===== config.mk =====
export PLATFORM = sky130hd
export DESIGN_NAME = iir_filter_order8
export DESIGN_NICKNAME = d
export VERILOG_FILES = /design/src/rtl/iirf_pkg.sv /design/src/rtl/iirf_useq.sv /design/src/rtl/iirf_datapath.sv /design/src/rtl/iir_filter_order8.sv
export VERILOG_INCLUDE_DIRS = /design/src /design/src/rtl
export SDC_FILE = /design/constraint.sdc
export NUM_CORES = 2
export LEC_CHECK = 0
export BUFFER_PORTS_ARGS = -buffer_cell sky130_fd_sc_hd__buf_4
export CAP_MARGIN = 5
export CORE_MARGIN = 3
export CORE_UTILIZATION = 25
export CTS_CLUSTER_SIZE = 28
export DETAILED_ROUTE_END_ITERATION = 8
export GPL_ROUTABILITY_DRIVEN = 1
export PLACE_DENSITY_LB_ADDON = 0.3
export SYNTH_ARGS = -nofsm -noshare
export SYNTH_HDL_FRONTEND = slang
export SYNTH_HIERARCHICAL = 1
export SYNTH_SLANG_ARGS = --single-unit

===== constraint.sdc =====
create_clock -name clk -period 13.9 [get_ports clk]
set_clock_uncertainty 0.2 [all_clocks]
set_input_delay 4.17 -clock clk [delete_from_list [all_inputs] [get_ports clk]]
set_output_delay 4.17 -clock clk [all_outputs]
set_load 0.05 [all_outputs]

===== src/rtl/assert_macros.svh =====
// Assertion macros shared by the filter RTL. The module that uses them
// must have clk and rst_n in scope.
`ifndef ASSERT_MACROS_SVH
`define ASSERT_MACROS_SVH

// Same-cycle implication.
`define ASSERT_IMP(lbl, ante, cons, msg) \
  lbl: assert property (@(posedge clk) disable iff (!rst_n) (ante) |-> (cons)) else $error(msg);

// Next-cycle implication.
`define ASSERT_NXT(lbl, ante, cons, msg) \
  lbl: assert property (@(posedge clk) disable iff (!rst_n) (ante) |=> (cons)) else $error(msg);

`endif


===== src/rtl/iirf_pkg.sv =====
// ----------------------------------------------------------------------------
// IIR filter package
// Opcodes, fixed-point widths, control word types and the microprogram ROM
// shared by the sequencer and the datapath.
// ----------------------------------------------------------------------------
`timescale 1ns / 1ps

package iirf_pkg;

  localparam int COEF_W = 32;
  localparam int PROD_W = 64;
  localparam int Q_FRAC = 24;
  localparam int ACC_W  = 48;
  localparam int UPC_W  = 3;

  typedef enum logic [1:0] {
    OP_FILTER  = 2'd0,
    OP_LOAD_FF = 2'd1,
    OP_LOAD_FB = 2'd2,
    OP_UNUSED  = 2'd3
  } opcode_t;

  typedef enum logic [1:0] {
    MS_NONE,
    MS_FB,
    MS_FF_W,
    MS_FF_D
  } mul_src_t;

  typedef enum logic [1:0] {
    ACC_NONE,
    ACC_ADD,
    ACC_SUB
  } acc_op_t;

  typedef enum logic [1:0] {
    JC_NEXT,
    JC_WAIT_START,
    JC_TAP_LOOP,
    JC_HOME
  } jump_t;

  typedef logic [UPC_W-1:0] upc_t;

  localparam upc_t S_IDLE     = 3'd0;
  localparam upc_t S_FB       = 3'd1;
  localparam upc_t S_DRAIN_FB = 3'd2;
  localparam upc_t S_SAT_W    = 3'd3;
  localparam upc_t S_FF_W     = 3'd4;
  localparam upc_t S_FF_D     = 3'd5;
  localparam upc_t S_DRAIN_FF = 3'd6;
  localparam upc_t S_EMIT     = 3'd7;

  typedef struct packed {
    mul_src_t mul_src;
    jump_t    cond;
    upc_t     target;
    logic     tap_clr;
    logic     tap_inc;
    logic     load_x;
    logic     sat_w;
    logic     emit;
  } cw_t;

  // Control handed from the sequencer to the datapath, already qualified.
  typedef struct packed {
    mul_src_t mul_src;
    logic     load_x;
    logic     sat_w;
    logic     emit;
  } ctrl_t;

  function automatic cw_t micro_rom(input upc_t upc);
    cw_t cw;
    cw = '{mul_src: MS_NONE, cond: JC_NEXT, target: S_IDLE, tap_clr: 1'b0,
           tap_inc: 1'b0, load_x: 1'b0, sat_w: 1'b0, emit: 1'b0};
    case (upc)
      S_IDLE: begin
        cw.cond    = JC_WAIT_START;
        cw.tap_clr = 1'b1;
        cw.load_x  = 1'b1;
      end
      S_FB: begin
        cw.mul_src = MS_FB;
        cw.tap_inc = 1'b1;
        cw.cond    = JC_TAP_LOOP;
        cw.target  = S_FB;
      end
      S_DRAIN_FB: cw.cond = JC_NEXT;
      S_SAT_W:    cw.sat_w = 1'b1;
      S_FF_W:     cw.mul_src = MS_FF_W;
      S_FF_D: begin
        cw.mul_src = MS_FF_D;
        cw.tap_inc = 1'b1;
        cw.cond    = JC_TAP_LOOP;
        cw.target  = S_FF_D;
      end
      S_DRAIN_FF: cw.cond = JC_NEXT;
      S_EMIT: begin
        cw.emit   = 1'b1;
        cw.cond   = JC_HOME;
        cw.target = S_IDLE;
      end
      default: cw.cond = JC_HOME;
    endcase
    return cw;
  endfunction

endpackage


===== src/rtl/iirf_useq.sv =====
// ----------------------------------------------------------------------------
// IIR filter microsequencer
// Program counter, tap counter and jump logic stepping through the
// microprogram ROM; issues one qualified control word per cycle.
// ----------------------------------------------------------------------------
`timescale 1ns / 1ps
`include "assert_macros.svh"

module iirf_useq #(
  parameter int FILTER_ORDER = 8,
  parameter int TAP_W        = (FILTER_ORDER > 1) ? $clog2(FILTER_ORDER) : 1
) (
  input  logic               clk,
  input  logic               rst_n,
  input  logic               start,
  input  logic               out_hold,
  output logic               idle,
  output logic [TAP_W-1:0]   tap,
  output iirf_pkg::ctrl_t    ctrl
);
  import iirf_pkg::*;

  upc_t             upc_r, upc_nxt;
  logic [TAP_W-1:0] tap_r, tap_nxt;
  cw_t              cw;
  logic             go;
  logic             tap_last;

  assign cw       = micro_rom(upc_r);
  assign tap_last = (tap_r == TAP_W'(FILTER_ORDER - 1));
  // The idle step only advances on a sample, the emit step waits for room.
  assign go = !((cw.cond == JC_WAIT_START) && !start) && !(cw.emit && out_hold);

  always_comb begin
    upc_nxt = upc_r;
    tap_nxt = tap_r;
    if (go) begin
      case (cw.cond)
        JC_NEXT:       upc_nxt = upc_r + upc_t'(1);
        JC_WAIT_START: upc_nxt = upc_r + upc_t'(1);
        JC_TAP_LOOP:   upc_nxt = tap_last ? upc_r + upc_t'(1) : cw.target;
        JC_HOME:       upc_nxt = cw.target;
        default:       upc_nxt = S_IDLE;
      endcase
      if (cw.tap_clr) begin
        tap_nxt = '0;
      end else if (cw.tap_inc) begin
        tap_nxt = tap_last ? '0 : tap_r + TAP_W'(1);
      end
    end
  end

  always_comb begin
    ctrl.mul_src = go ? cw.mul_src : MS_NONE;
    ctrl.load_x  = go && cw.load_x;
    ctrl.sat_w   = go && cw.sat_w;
    ctrl.emit    = go && cw.emit;
  end

  assign idle = (upc_r == S_IDLE);
  assign tap  = tap_r;

  always_ff @(posedge clk) begin
    if (!rst_n) begin
      upc_r <= S_IDLE;
      tap_r <= '0;
    end else begin
      upc_r <= upc_nxt;
      tap_r <= tap_nxt;
    end
  end

  `ASSERT_IMP(a_start_in_idle, start, upc_r == S_IDLE, "sample started outside idle step")
  `ASSERT_NXT(a_emit_returns, ctrl.emit, upc_r == S_IDLE, "emit step did not return home")
  `ASSERT_IMP(a_tap_zero_idle, upc_r == S_IDLE, tap_r == '0, "tap counter not wrapped")

endmodule


===== src/rtl/iirf_datapath.sv =====
// ----------------------------------------------------------------------------
// IIR filter datapath
// Coefficient and delay registers, one shared 32x32 multiplier with a
// registered product, a 48-bit accumulator and the saturation logic.
// ----------------------------------------------------------------------------
`timescale 1ns / 1ps
`include "assert_macros.svh"

module iirf_datapath #(
  parameter int FILTER_ORDER = 8,
  parameter int SAMPLE_WIDTH = 16,
  parameter int TAP_W        = (FILTER_ORDER > 1) ? $clog2(FILTER_ORDER) : 1
) (
  input  logic                           clk,
  input  logic                           rst_n,
  input  logic                           in_take,
  input  logic [1:0]                     in_opcode,
  input  logic [3:0]                     in_coeff_index,
  input  logic signed [31:0]             in_coeff_value,
  input  logic signed [SAMPLE_WIDTH-1:0] in_sample_in,
  input  iirf_pkg::ctrl_t                ctrl,
  input  logic [TAP_W-1:0]               tap,
  input  logic                           out_ready,
  output logic                           out_valid,
  output logic signed [SAMPLE_WIDTH-1:0] out_filtered_out,
  output logic                           out_clipped,
  output logic                           out_hold
);
  import iirf_pkg::*;

  localparam int FF_IW     = $clog2(FILTER_ORDER + 1);
  localparam int FMT_SHIFT = 25 - SAMPLE_WIDTH;

  logic signed [COEF_W-1:0] ff_r [FILTER_ORDER+1];
  logic signed [COEF_W-1:0] fb_r [FILTER_ORDER];
  logic signed [COEF_W-1:0] d_r  [FILTER_ORDER];
  logic signed [COEF_W-1:0] w_r, w_nxt;
  logic                     wclip_r, wclip_nxt;
  logic signed [PROD_W-1:0] prod_r, prod_nxt;
  acc_op_t                  acc_op_r, acc_op_nxt;
  logic signed [ACC_W-1:0]  acc_r, acc_nxt;
  logic                     out_valid_r;
  logic signed [SAMPLE_WIDTH-1:0] y_r, y_nxt;
  logic                     clip_r, clip_nxt;

  logic [FF_IW-1:0]         ff_ridx;
  logic signed [COEF_W-1:0] op_a, op_b;
  logic signed [PROD_W-Q_FRAC-1:0] prod_q;
  logic signed [ACC_W-1:0]  prod_ext;
  logic signed [ACC_W-1:0]  x_ext;
  logic [ACC_W-COEF_W:0]    w_hi;
  logic signed [ACC_W-1:0]  y_sh;
  logic [ACC_W-SAMPLE_WIDTH:0] y_hi;
  logic                     y_sat;
  logic                     load_ff, load_fb;

  assign load_ff = in_take && (in_opcode == OP_LOAD_FF);
  assign load_fb = in_take && (in_opcode == OP_LOAD_FB);

  // Multiplier operands: one coefficient read and one state read per cycle.
  always_comb begin
    ff_ridx = (ctrl.mul_src == MS_FF_W) ? '0 : FF_IW'(tap) + FF_IW'(1);
    case (ctrl.mul_src)
      MS_FB: begin
        op_a = fb_r[tap];
        op_b = d_r[tap];
      end
      MS_FF_W: begin
        op_a = ff_r[ff_ridx];
        op_b = w_r;
      end
      MS_FF_D: begin
        op_a = ff_r[ff_ridx];
        op_b = d_r[tap];
      end
      default: begin
        op_a = '0;
        op_b = '0;
      end
    endcase
    prod_nxt = PROD_W'(op_a) * PROD_W'(op_b);
    case (ctrl.mul_src)
      MS_FB:          acc_op_nxt = ACC_SUB;
      MS_FF_W,
      MS_FF_D:        acc_op_nxt = ACC_ADD;
      default:        acc_op_nxt = ACC_NONE;
    endcase
  end

  // Product floored to Q.24 and sign-extended into the accumulator.
  assign prod_q   = prod_r[PROD_W-1:Q_FRAC];
  assign prod_ext = {{(ACC_W-PROD_W+Q_FRAC){prod_q[PROD_W-Q_FRAC-1]}}, prod_q};
  assign x_ext    = {{(ACC_W-SAMPLE_WIDTH){in_sample_in[SAMPLE_WIDTH-1]}}, in_sample_in}
                    <<< FMT_SHIFT;

  always_comb begin
    if (ctrl.load_x) begin
      acc_nxt = x_ext;
    end else if (ctrl.sat_w) begin
      acc_nxt = '0;
    end else begin
      case (acc_op_r)
        ACC_ADD: acc_nxt = acc_r + prod_ext;
        ACC_SUB: acc_nxt = acc_r - prod_ext;
        default: acc_nxt = acc_r;
      endcase
    end
  end

  // New state value clamped to the Q8.24 range.
  always_comb begin
    w_hi      = acc_r[ACC_W-1:COEF_W-1];
    w_nxt     = w_r;
    wclip_nxt = wclip_r;
    if (ctrl.sat_w) begin
      wclip_nxt = !((&w_hi) || !(|w_hi));
      if (!wclip_nxt) begin
        w_nxt = acc_r[COEF_W-1:0];
      end else if (acc_r[ACC_W-1]) begin
        w_nxt = {1'b1, {(COEF_W-1){1'b0}}};
      end else begin
        w_nxt = {1'b0, {(COEF_W-1){1'b1}}};
      end
    end
  end

  // Output floored back to the sample format and clamped.
  always_comb begin
    y_sh  = acc_r >>> FMT_SHIFT;
    y_hi  = y_sh[ACC_W-1:SAMPLE_WIDTH-1];
    y_sat = !((&y_hi) || !(|y_hi));
    if (!y_sat) begin
      y_nxt = y_sh[SAMPLE_WIDTH-1:0];
    end else if (y_sh[ACC_W-1]) begin
      y_nxt = {1'b1, {(SAMPLE_WIDTH-1){1'b0}}};
    end else begin
      y_nxt = {1'b0, {(SAMPLE_WIDTH-1){1'b1}}};
    end
    clip_nxt = y_sat || wclip_r;
  end

  always_ff @(posedge clk) begin
    if (!rst_n) begin
      for (int i = 0; i <= FILTER_ORDER; i++) begin
        ff_r[i] <= '0;
      end
      for (int i = 0; i < FILTER_ORDER; i++) begin
        fb_r[i] <= '0;
        d_r[i]  <= '0;
      end
      acc_op_r    <= ACC_NONE;
      out_valid_r <= 1'b0;
    end else begin
      for (int i = 0; i <= FILTER_ORDER; i++) begin
        if (load_ff && (int'(in_coeff_index) == i)) begin
          ff_r[i] <= in_coeff_value;
        end
      end
      // Feedback taps are numbered from one.
      for (int i = 0; i < FILTER_ORDER; i++) begin
        if (load_fb && (int'(in_coeff_index) == i + 1)) begin
          fb_r[i] <= in_coeff_value;
        end
      end
      if (ctrl.emit) begin
        d_r[0] <= w_r;
        for (int i = 1; i < FILTER_ORDER; i++) begin
          d_r[i] <= d_r[i-1];
        end
      end
      acc_op_r <= acc_op_nxt;
      if (ctrl.emit) begin
        out_valid_r <= 1'b1;
      end else if (out_ready) begin
        out_valid_r <= 1'b0;
      end
    end
  end

  always_ff @(posedge clk) begin
    prod_r  <= prod_nxt;
    acc_r   <= acc_nxt;
    w_r     <= w_nxt;
    wclip_r <= wclip_nxt;
    if (ctrl.emit) begin
      y_r    <= y_nxt;
      clip_r <= clip_nxt;
    end
  end

  assign out_valid        = out_valid_r;
  assign out_filtered_out = y_r;
  assign out_clipped      = clip_r;
  assign out_hold         = out_valid_r && !out_ready;

  `ASSERT_NXT(a_emit_valid, ctrl.emit, out_valid, "emitted result not presented")
  `ASSERT_IMP(a_emit_drained, ctrl.emit, acc_op_r == ACC_NONE, "product pending at emit")
  `ASSERT_NXT(a_line_hold, !ctrl.emit, $stable(d_r[0]), "delay line moved without emit")

endmodule


===== src/rtl/iir_filter_order8.sv =====
// Sequence: after a sample is accepted, the shared multiplier takes one tap a cycle, feedback
// then feedforward, with a drain step after each pass and a state saturation step between them.
// Requests, coefficient loads included, are taken only in the idle step, so a new sample waits
// until the last one has been emitted. A waiting result does not stop the next request from being taken.
// Reset: synchronous, active low; coefficients and delay line clear to zero.
// ----------------------------------------------------------------------------
// Eighth-order direct-form-II IIR filter
// Microcoded sequencer driving a single multiply-accumulate datapath.
// ----------------------------------------------------------------------------
`timescale 1ns / 1ps

module iir_filter_order8 #(
  parameter int FILTER_ORDER = 8,
  parameter int SAMPLE_WIDTH = 16
) (
  input  logic                           clk,
  input  logic                           rst_n,
  input  logic                           in_valid,
  output logic                           in_ready,
  input  logic [1:0]                     in_opcode,
  input  logic [3:0]                     in_coeff_index,
  input  logic signed [31:0]             in_coeff_value,
  input  logic signed [SAMPLE_WIDTH-1:0] in_sample_in,
  output logic                           out_valid,
  input  logic                           out_ready,
  output logic signed [SAMPLE_WIDTH-1:0] out_filtered_out,
  output logic                           out_clipped
);
  import iirf_pkg::*;

  localparam int TAP_W = (FILTER_ORDER > 1) ? $clog2(FILTER_ORDER) : 1;

  logic             idle;
  logic             in_take;
  logic             start;
  logic             out_hold;
  logic [TAP_W-1:0] tap;
  ctrl_t            ctrl;

  assign in_ready = idle;
  assign in_take  = in_valid && in_ready;
  assign start    = in_take && (in_opcode == OP_FILTER);

  iirf_useq #(
    .FILTER_ORDER (FILTER_ORDER),
    .TAP_W        (TAP_W)
  ) u_useq (
    .clk      (clk),
    .rst_n    (rst_n),
    .start    (start),
    .out_hold (out_hold),
    .idle     (idle),
    .tap      (tap),
    .ctrl     (ctrl)
  );

  iirf_datapath #(
    .FILTER_ORDER (FILTER_ORDER),
    .SAMPLE_WIDTH (SAMPLE_WIDTH),
    .TAP_W        (TAP_W)
  ) u_datapath (
    .clk              (clk),
    .rst_n            (rst_n),
    .in_take          (in_take),
    .in_opcode        (in_opcode),
    .in_coeff_index   (in_coeff_index),
    .in_coeff_value   (in_coeff_value),
    .in_sample_in     (in_sample_in),
    .ctrl             (ctrl),
    .tap              (tap),
    .out_ready        (out_ready),
    .out_valid        (out_valid),
    .out_filtered_out (out_filtered_out),
    .out_clipped      (out_clipped),
    .out_hold         (out_hold)
  );

endmodule


Word level (Yosys, flattened, before mapping)
Memory sizes are Yosys's and may differ from the RTL's. A register that Yosys moved wholly into a read port is not among the register bits.
Index checks and enable logic that the tools add are counted.
Widths: inputs -> output; s select.
Word-level totals
  word-level logic and storage cells: 236
  memory bits (writable): 800
  output and inout port bits: 19
  memories kept: 3
  input bits: 58
  register bits after elaboration: 171
Operators by class
  bitwise gates (word level): 25
  $add $sub $neg: 5
  multiplexer cells: 110
  equal/unequal tests: 24
  reduce and logical (&&, ||, !) cells: 57
  $mul: 1
Memories
  u_datapath.ff_r: depth 9, bits a word 32, read ports 1, clocked after memory_dff 0, write ports 9, line iirf_datapath.sv:34  | logic signed [COEF_W-1:0] ff_r [FILTER_ORDER+1];
  u_datapath.d_r: depth 8, bits a word 32, read ports 8, clocked after memory_dff 1, write ports 8, line iirf_datapath.sv:36  | logic signed [COEF_W-1:0] d_r [FILTER_ORDER];
  u_datapath.fb_r: depth 8, bits a word 32, read ports 1, clocked after memory_dff 1, write ports 8, line iirf_datapath.sv:35  | logic signed [COEF_W-1:0] fb_r [FILTER_ORDER];
Operators by type and width (number)
  $mux 32: 27
  $pmux 32 s2: 2
  $mux 48: 2
  $pmux 48 s2: 1
  $mul 32x32->64: 1
  $mux 1: 61
  $add 48x40->48: 1
  $sub 48x40->48: 1
  $mux 16: 2
  $logic_and 1x1->1: 28
  $or 1x1->1: 25
  $mux 3: 8
  $reduce_and 24->1: 1
  $reduce_or 24->1: 1
  $eq 4x4->1 const B: 5
  $reduce_and 17->1: 1
  $reduce_or 17->1: 1
  $eq 2x2->1 const B: 6
  $eq 3x3->1 const B: 4
  $pmux 2 s3: 2
  $reduce_or 2->1: 5
  $pmux 3 s3: 1
  $eq 2x1->1 const B: 4
  $eq 4x3->1 const B: 2
  17 further kinds: 30

Longest topological paths before layout
An unclocked memory read counts as a cell.
  depth in word-level cells: 13
  mapped depth: 48
  depth with buffers taken out: 44

Cells and area by module
The synthesis kept the hierarchy.
By module, submodules not included
  iirf_datapath: sequential area each 27736.6 µm², cells each 7067, area each 78098.7 µm², times used 1
  iirf_useq: sequential area each 120.1 µm², cells each 73, area each 569.3 µm², times used 1
  iir_filter_order8: sequential area each 0.0 µm², cells each 2, area each 18.8 µm², times used 1

Worst setup path after synthesis
OpenSTA, ideal clock, no wires.
  kind: input-to-reg
  from: in in_opcode[0]
  to: reg u_datapath.prod_r[61]
  slack: -591 ps
  data required time: 13558 ps
  stages: 43
  library setup time: 142 ps
  buffers on the path: 5
  arrival: 14149 ps
  cells stage by stage: and4bb_1 -> inv_1 -> o311ai_2 -> and3_1 -> and2b_4 -> buf_2 -> nor2_2 -> buf_2 -> buf_2 -> mux2i_1 -> a211oi_1 -> a21oi_1 -> o21ai_0 -> nand2_1 -> o21a_1 -> clkbuf_1 -> nor2_1 -> fa_1 -> [... 7 more ...] -> inv_1 -> fa_1 -> inv_1 -> fa_1 -> fa_1 -> inv_1 -> ha_1 -> clkbuf_1 -> a21o_1 -> a21o_1 -> a21oi_1 -> o21bai_1 -> a21o_1 -> a21o_1 -> a21oi_1 -> nor2_1 -> a2111oi_0 -> o311ai_1
RTL lines
  start, declared: line iir_filter_order8.sv:20  | input logic [1:0] in_opcode,
  end signal, assigned: line iirf_datapath.sv:181  | prod_r <= prod_nxt;
  end, declared: line iirf_datapath.sv:39  | logic signed [PROD_W-1:0] prod_r, prod_nxt;

==> flow_summary.json <==
{
  "outcome": "completed",
  "final_hold_viol_count": 0,
  "finalSetupViolations": 0,
  "synth-async-reset-ratio_pct": 0,
  "postLayoutCoreUtil_pct": 29.79,
  "yosys.area_share.xor_xnor_pct": 1.369,
  "cp_common_cell": "fa_1",
  "synth_fa_ha_area_share_pct": 31.30,
  "fillCellCount": 32180,
  "vdd_drop_max_mv": 0.2361,
  "drt_drc_violations_left": 0,
  "worstPathRequired_ns": 14.32,
  "fin_crit_sh_pct": 97.05,
  "drtIter0Drc": 4471,
  "die_h_um": 567.0,
  "drtPass1Iterations": 6,
  "p_leak_uw": 0.04019,
  "routedWlPerCell_um": 22.21,
  "ant_nets": 0,
  "crit_type": "in2reg",
  "layout_min_cycle_time_ns": 13.49,
  "synthDistinctLibCells": 93,
  "ys_ff_latch": 947,
  "dpl.hpwl_um": 202300,
  "synth_top_family_by_area": "adder cells",
  "chipWidth_um": 567.0,
  "worstHoldPathCells": 2,
  "synth_edf_count": 889,
  "crit_family": "adder cells",
  "hold_buffers": 0,
  "finalNetCount": 9008,
  "track_usage_pct": 16.34,
  "cts_tree": "done",
  "grt_max_degree": 173,
  "area_growth_pct": 18.38,
  "rr_worst_depth": 44,
  "crit_buf_inv": 11,
  "overflow": 0,
  "endpoint_kind": "flop",
  "core_um2": 312700,
  "fmax_mhz": 74.13,
  "layout-drive-gt1-share_pct": 15.63,
  "cts-root-buf": "clkbuf_16",
  "dp_cells": 11670,
  "slew_headroom_pct": 18.86,
  "syn_avg_cell_area_um2": 11.02,
  "synth-main-ff-cell": "edfxtp_1",
  "hold_path.class": "reg2reg",
  "drv_slew": 0,
  "synth_largest_area_cell": "edfxtp_1",
  "syn-num-nets": 8519,
  "syn_inst": 7142,
  "fin_cells": 11850,
  "grt_pass1_wl_um": 394600,
  "path_depth": 41,
  "cellPowerDensity_nw_per_um2": 131.1,
  "arrival_ns": 13.91,
  "die_area_um2": 321500,
  "viasPerCell": 4.704,
  "rows": 205,
  "clk_latency_ns": 0.77,
  "worstPathMaxFanout": 12,
  "max-cap-violations": 0,
  "cts.sink_count": 947,
  "synth-simple-area-share_pct": 12.58,
  "h-tree-depth": 3,
  "vias": 55760,
  "io_buffers": 76,
  "synth-warning-count": 6,
  "clk_path_buf_depth": 3,
  "first_global_vias": 59620,
  "gp_congestion": 0.9179,
  "yosys-top-cells-area": "edfxtp_1, fa_1, inv_1",
  "muxShareOfSynthArea_pct": 5.142,
  "worstMarginPinSlew_ns": 1.183,
  "clk_pin_slew_ns": 0.06,
  "critPathMaxStageDelay_ns": 0.62,
  "io_pins": 77,
  "numCtsBuffers": 96,
  "antenna_found_initial": 15,
  "netlist.area_leader.share_pct": 33.93,
  "synth_seq_area_share_pct": 35.40,
  "cp-start-kind": "primary input",
  "start_util_pct": 25.17,
  "drt_wl_total_um": 263200,
  "cp_slowest_cell": "fa_1",
  "synth_compound_area_share_pct": 6.934,
  "synth_area_um2": 78690
}
## per-layer routing
layer / vias to the layer above / GRT usage [%] / routed length, µm
met1: 29280 / 22.08 / 113200
met4: 0 / 5.598 / 9981
met2: 1749 / 26.67 / 123400
met5: - / 0 / 0
met3: 341 / 2.456 / 16650
li1: 24380 / - / -
## area by class of cell
type | count | area (µm²) | share of cell area [%]
Timing Repair Buffer | 807 | 7347 | 7.887
Clock inverter | 56 | 616.8 | 0.6622
Sequential cell | 947 | 27870 | 29.91
Tap cell | 4140 | 5180 | 5.561
Multi-Input combinational cell | 4701 | 45560 | 48.91
Inverter | 1078 | 4056 | 4.355
Antenna cell | 3 | 7.507 | 0.008059
Clock buffer | 120 | 2522 | 2.708
## cells in the mapped netlist (7+ instances only)
master / count
buf_2: 67
o211ai_1: 13
mux4_2: 135
or2_2: 9
mux2i_1: 93
nor2b_1: 47
o22ai_1: 8
xor2_1: 33
clkbuf_1: 326
inv_1: 1076
a21o_1: 121
nor3b_1: 7
nand4_1: 36
xnor2_1: 90
a31oi_1: 12
ha_1: 237
a211oi_1: 67
o21ai_1: 14
and3_1: 240
o21ai_0: 155
a211o_1: 7
o21a_1: 54
nor4_1: 18
edfxtp_1: 889
or3_1: 7
o21bai_1: 34
nor2_1: 781
nand2b_1: 43
dfxtp_1: 58
a21oi_1: 183
fa_1: 1082
a32oi_1: 24
nor3_1: 34
a22oi_1: 16
and2_1: 119
nand3_1: 27
a22o_1: 23
nand2_1: 811
o31ai_1: 14
buf_1: 18
## stage by stage
step / TNS (ns) / power [µW] / instance area (µm²) / worst slack [ns] / hold slack (ns)
final: 0 / 12220 / 93150 / 0.4106 / 0.2898
after global routing: -0.01205 / 12960 / 93140 / -0.009024 / 0.3173
after CTS: 0 / 12160 / 93040 / 0.2545 / 0.2964
after detailed placement: -7.391 / 9490 / 89900 / -0.4975 / 0.2854
after global placement: -6.355 / 9462 / 89900 / -0.4972 / 0.2731
after floorplan: 0 / 7491 / 78740 / 0.009126 / 0.2585
## repair_timing
| item | in CTS | in global routing |
|---|---|---|
| endpoints found under the hold margin | 0 | 0 |
| setup endpoints to repair | 0 | 16 |
| buffers inserted | 0 | 1 |
| resized for setup | 0 | 36 |
## layout by cell type, fill, tap and decap left out, types with 23 or more instances in the layout
master	instances
xnor2_1	90
and2_1	118
clkbuf_16	96
o21ai_0	118
o21a_1	51
nand2b_1	41
and3_1	236
mux4_2	135
mux2i_1	93
nor3_1	33
nand2_1	811
edfxtp_1	889
xor2_1	33
fa_1	1077
a21o_1	121
nand3_1	27
dfxtp_1	55
buf_12	100
nand4_1	36
ha_1	234
o21bai_1	34
inv_1	1071
buf_4	699
a211oi_1	66
nor2b_1	47
a22o_1	23
a21oi_1	172
nor2_1	775
a32oi_1	24
## logic make-up after synthesis
group | Yosys count
buf+inv | 1494
xor+xnor | 123
mux | 233
simple gates | 2214
flops | 947
compound gates | 812
fa+ha+maj | 1319
## worst min-delay path, cell delays in order (launching register included)
cell and delay, ns:
dfxtp_1 0.33, nand2_1 0.07, a21oi_1 0.05
## where the power goes
part           leakage, µW  switching (µW)  total (µW)  internal [µW]
logic               0.0291            3710        5940           2220
clock network      0.00150            1160        2600           1430
registers          0.00954             179        3680           3500
total               0.0402            5060       12200           7160
## path summary, 6_finish.rpt
| path | from | to | slack (ns) |
|---|---|---|---|
| setup / recovery | in_valid | u_datapath/prod_r[61]$_DFF_P_ | 0.41 |
| hold reg to reg | u_datapath/acc_r[7]$_SDFFE_PP0P_ | u_datapath/acc_r[7]$_SDFFE_PP0P_ | 0.29 |
| hold / removal | u_datapath/acc_r[7]$_SDFFE_PP0P_ | u_datapath/acc_r[7]$_SDFFE_PP0P_ | 0.29 |
| setup reg to reg | u_useq/upc_r[1]$_SDFFE_PN0P_ | u_datapath/prod_r[61]$_DFF_P_ | 2.82 |
## registers in the layout, summed over array words and instances (netlist names)
register	flops
u_datapath/out_clipped	1
u_datapath/d_r	256
u_datapath/w_r	32
u_datapath/acc_op_r	2
u_useq/upc_r	3
u_datapath/fb_r	256
u_useq/tap	3
u_datapath/ff_r	288
u_datapath/wclip_r	1
u_datapath/acc_r	48
u_datapath/out_valid	1
u_datapath/out_filtered_out	16
u_datapath/prod_r	40
No activity file was read; power rests on OpenSTA's default activity.
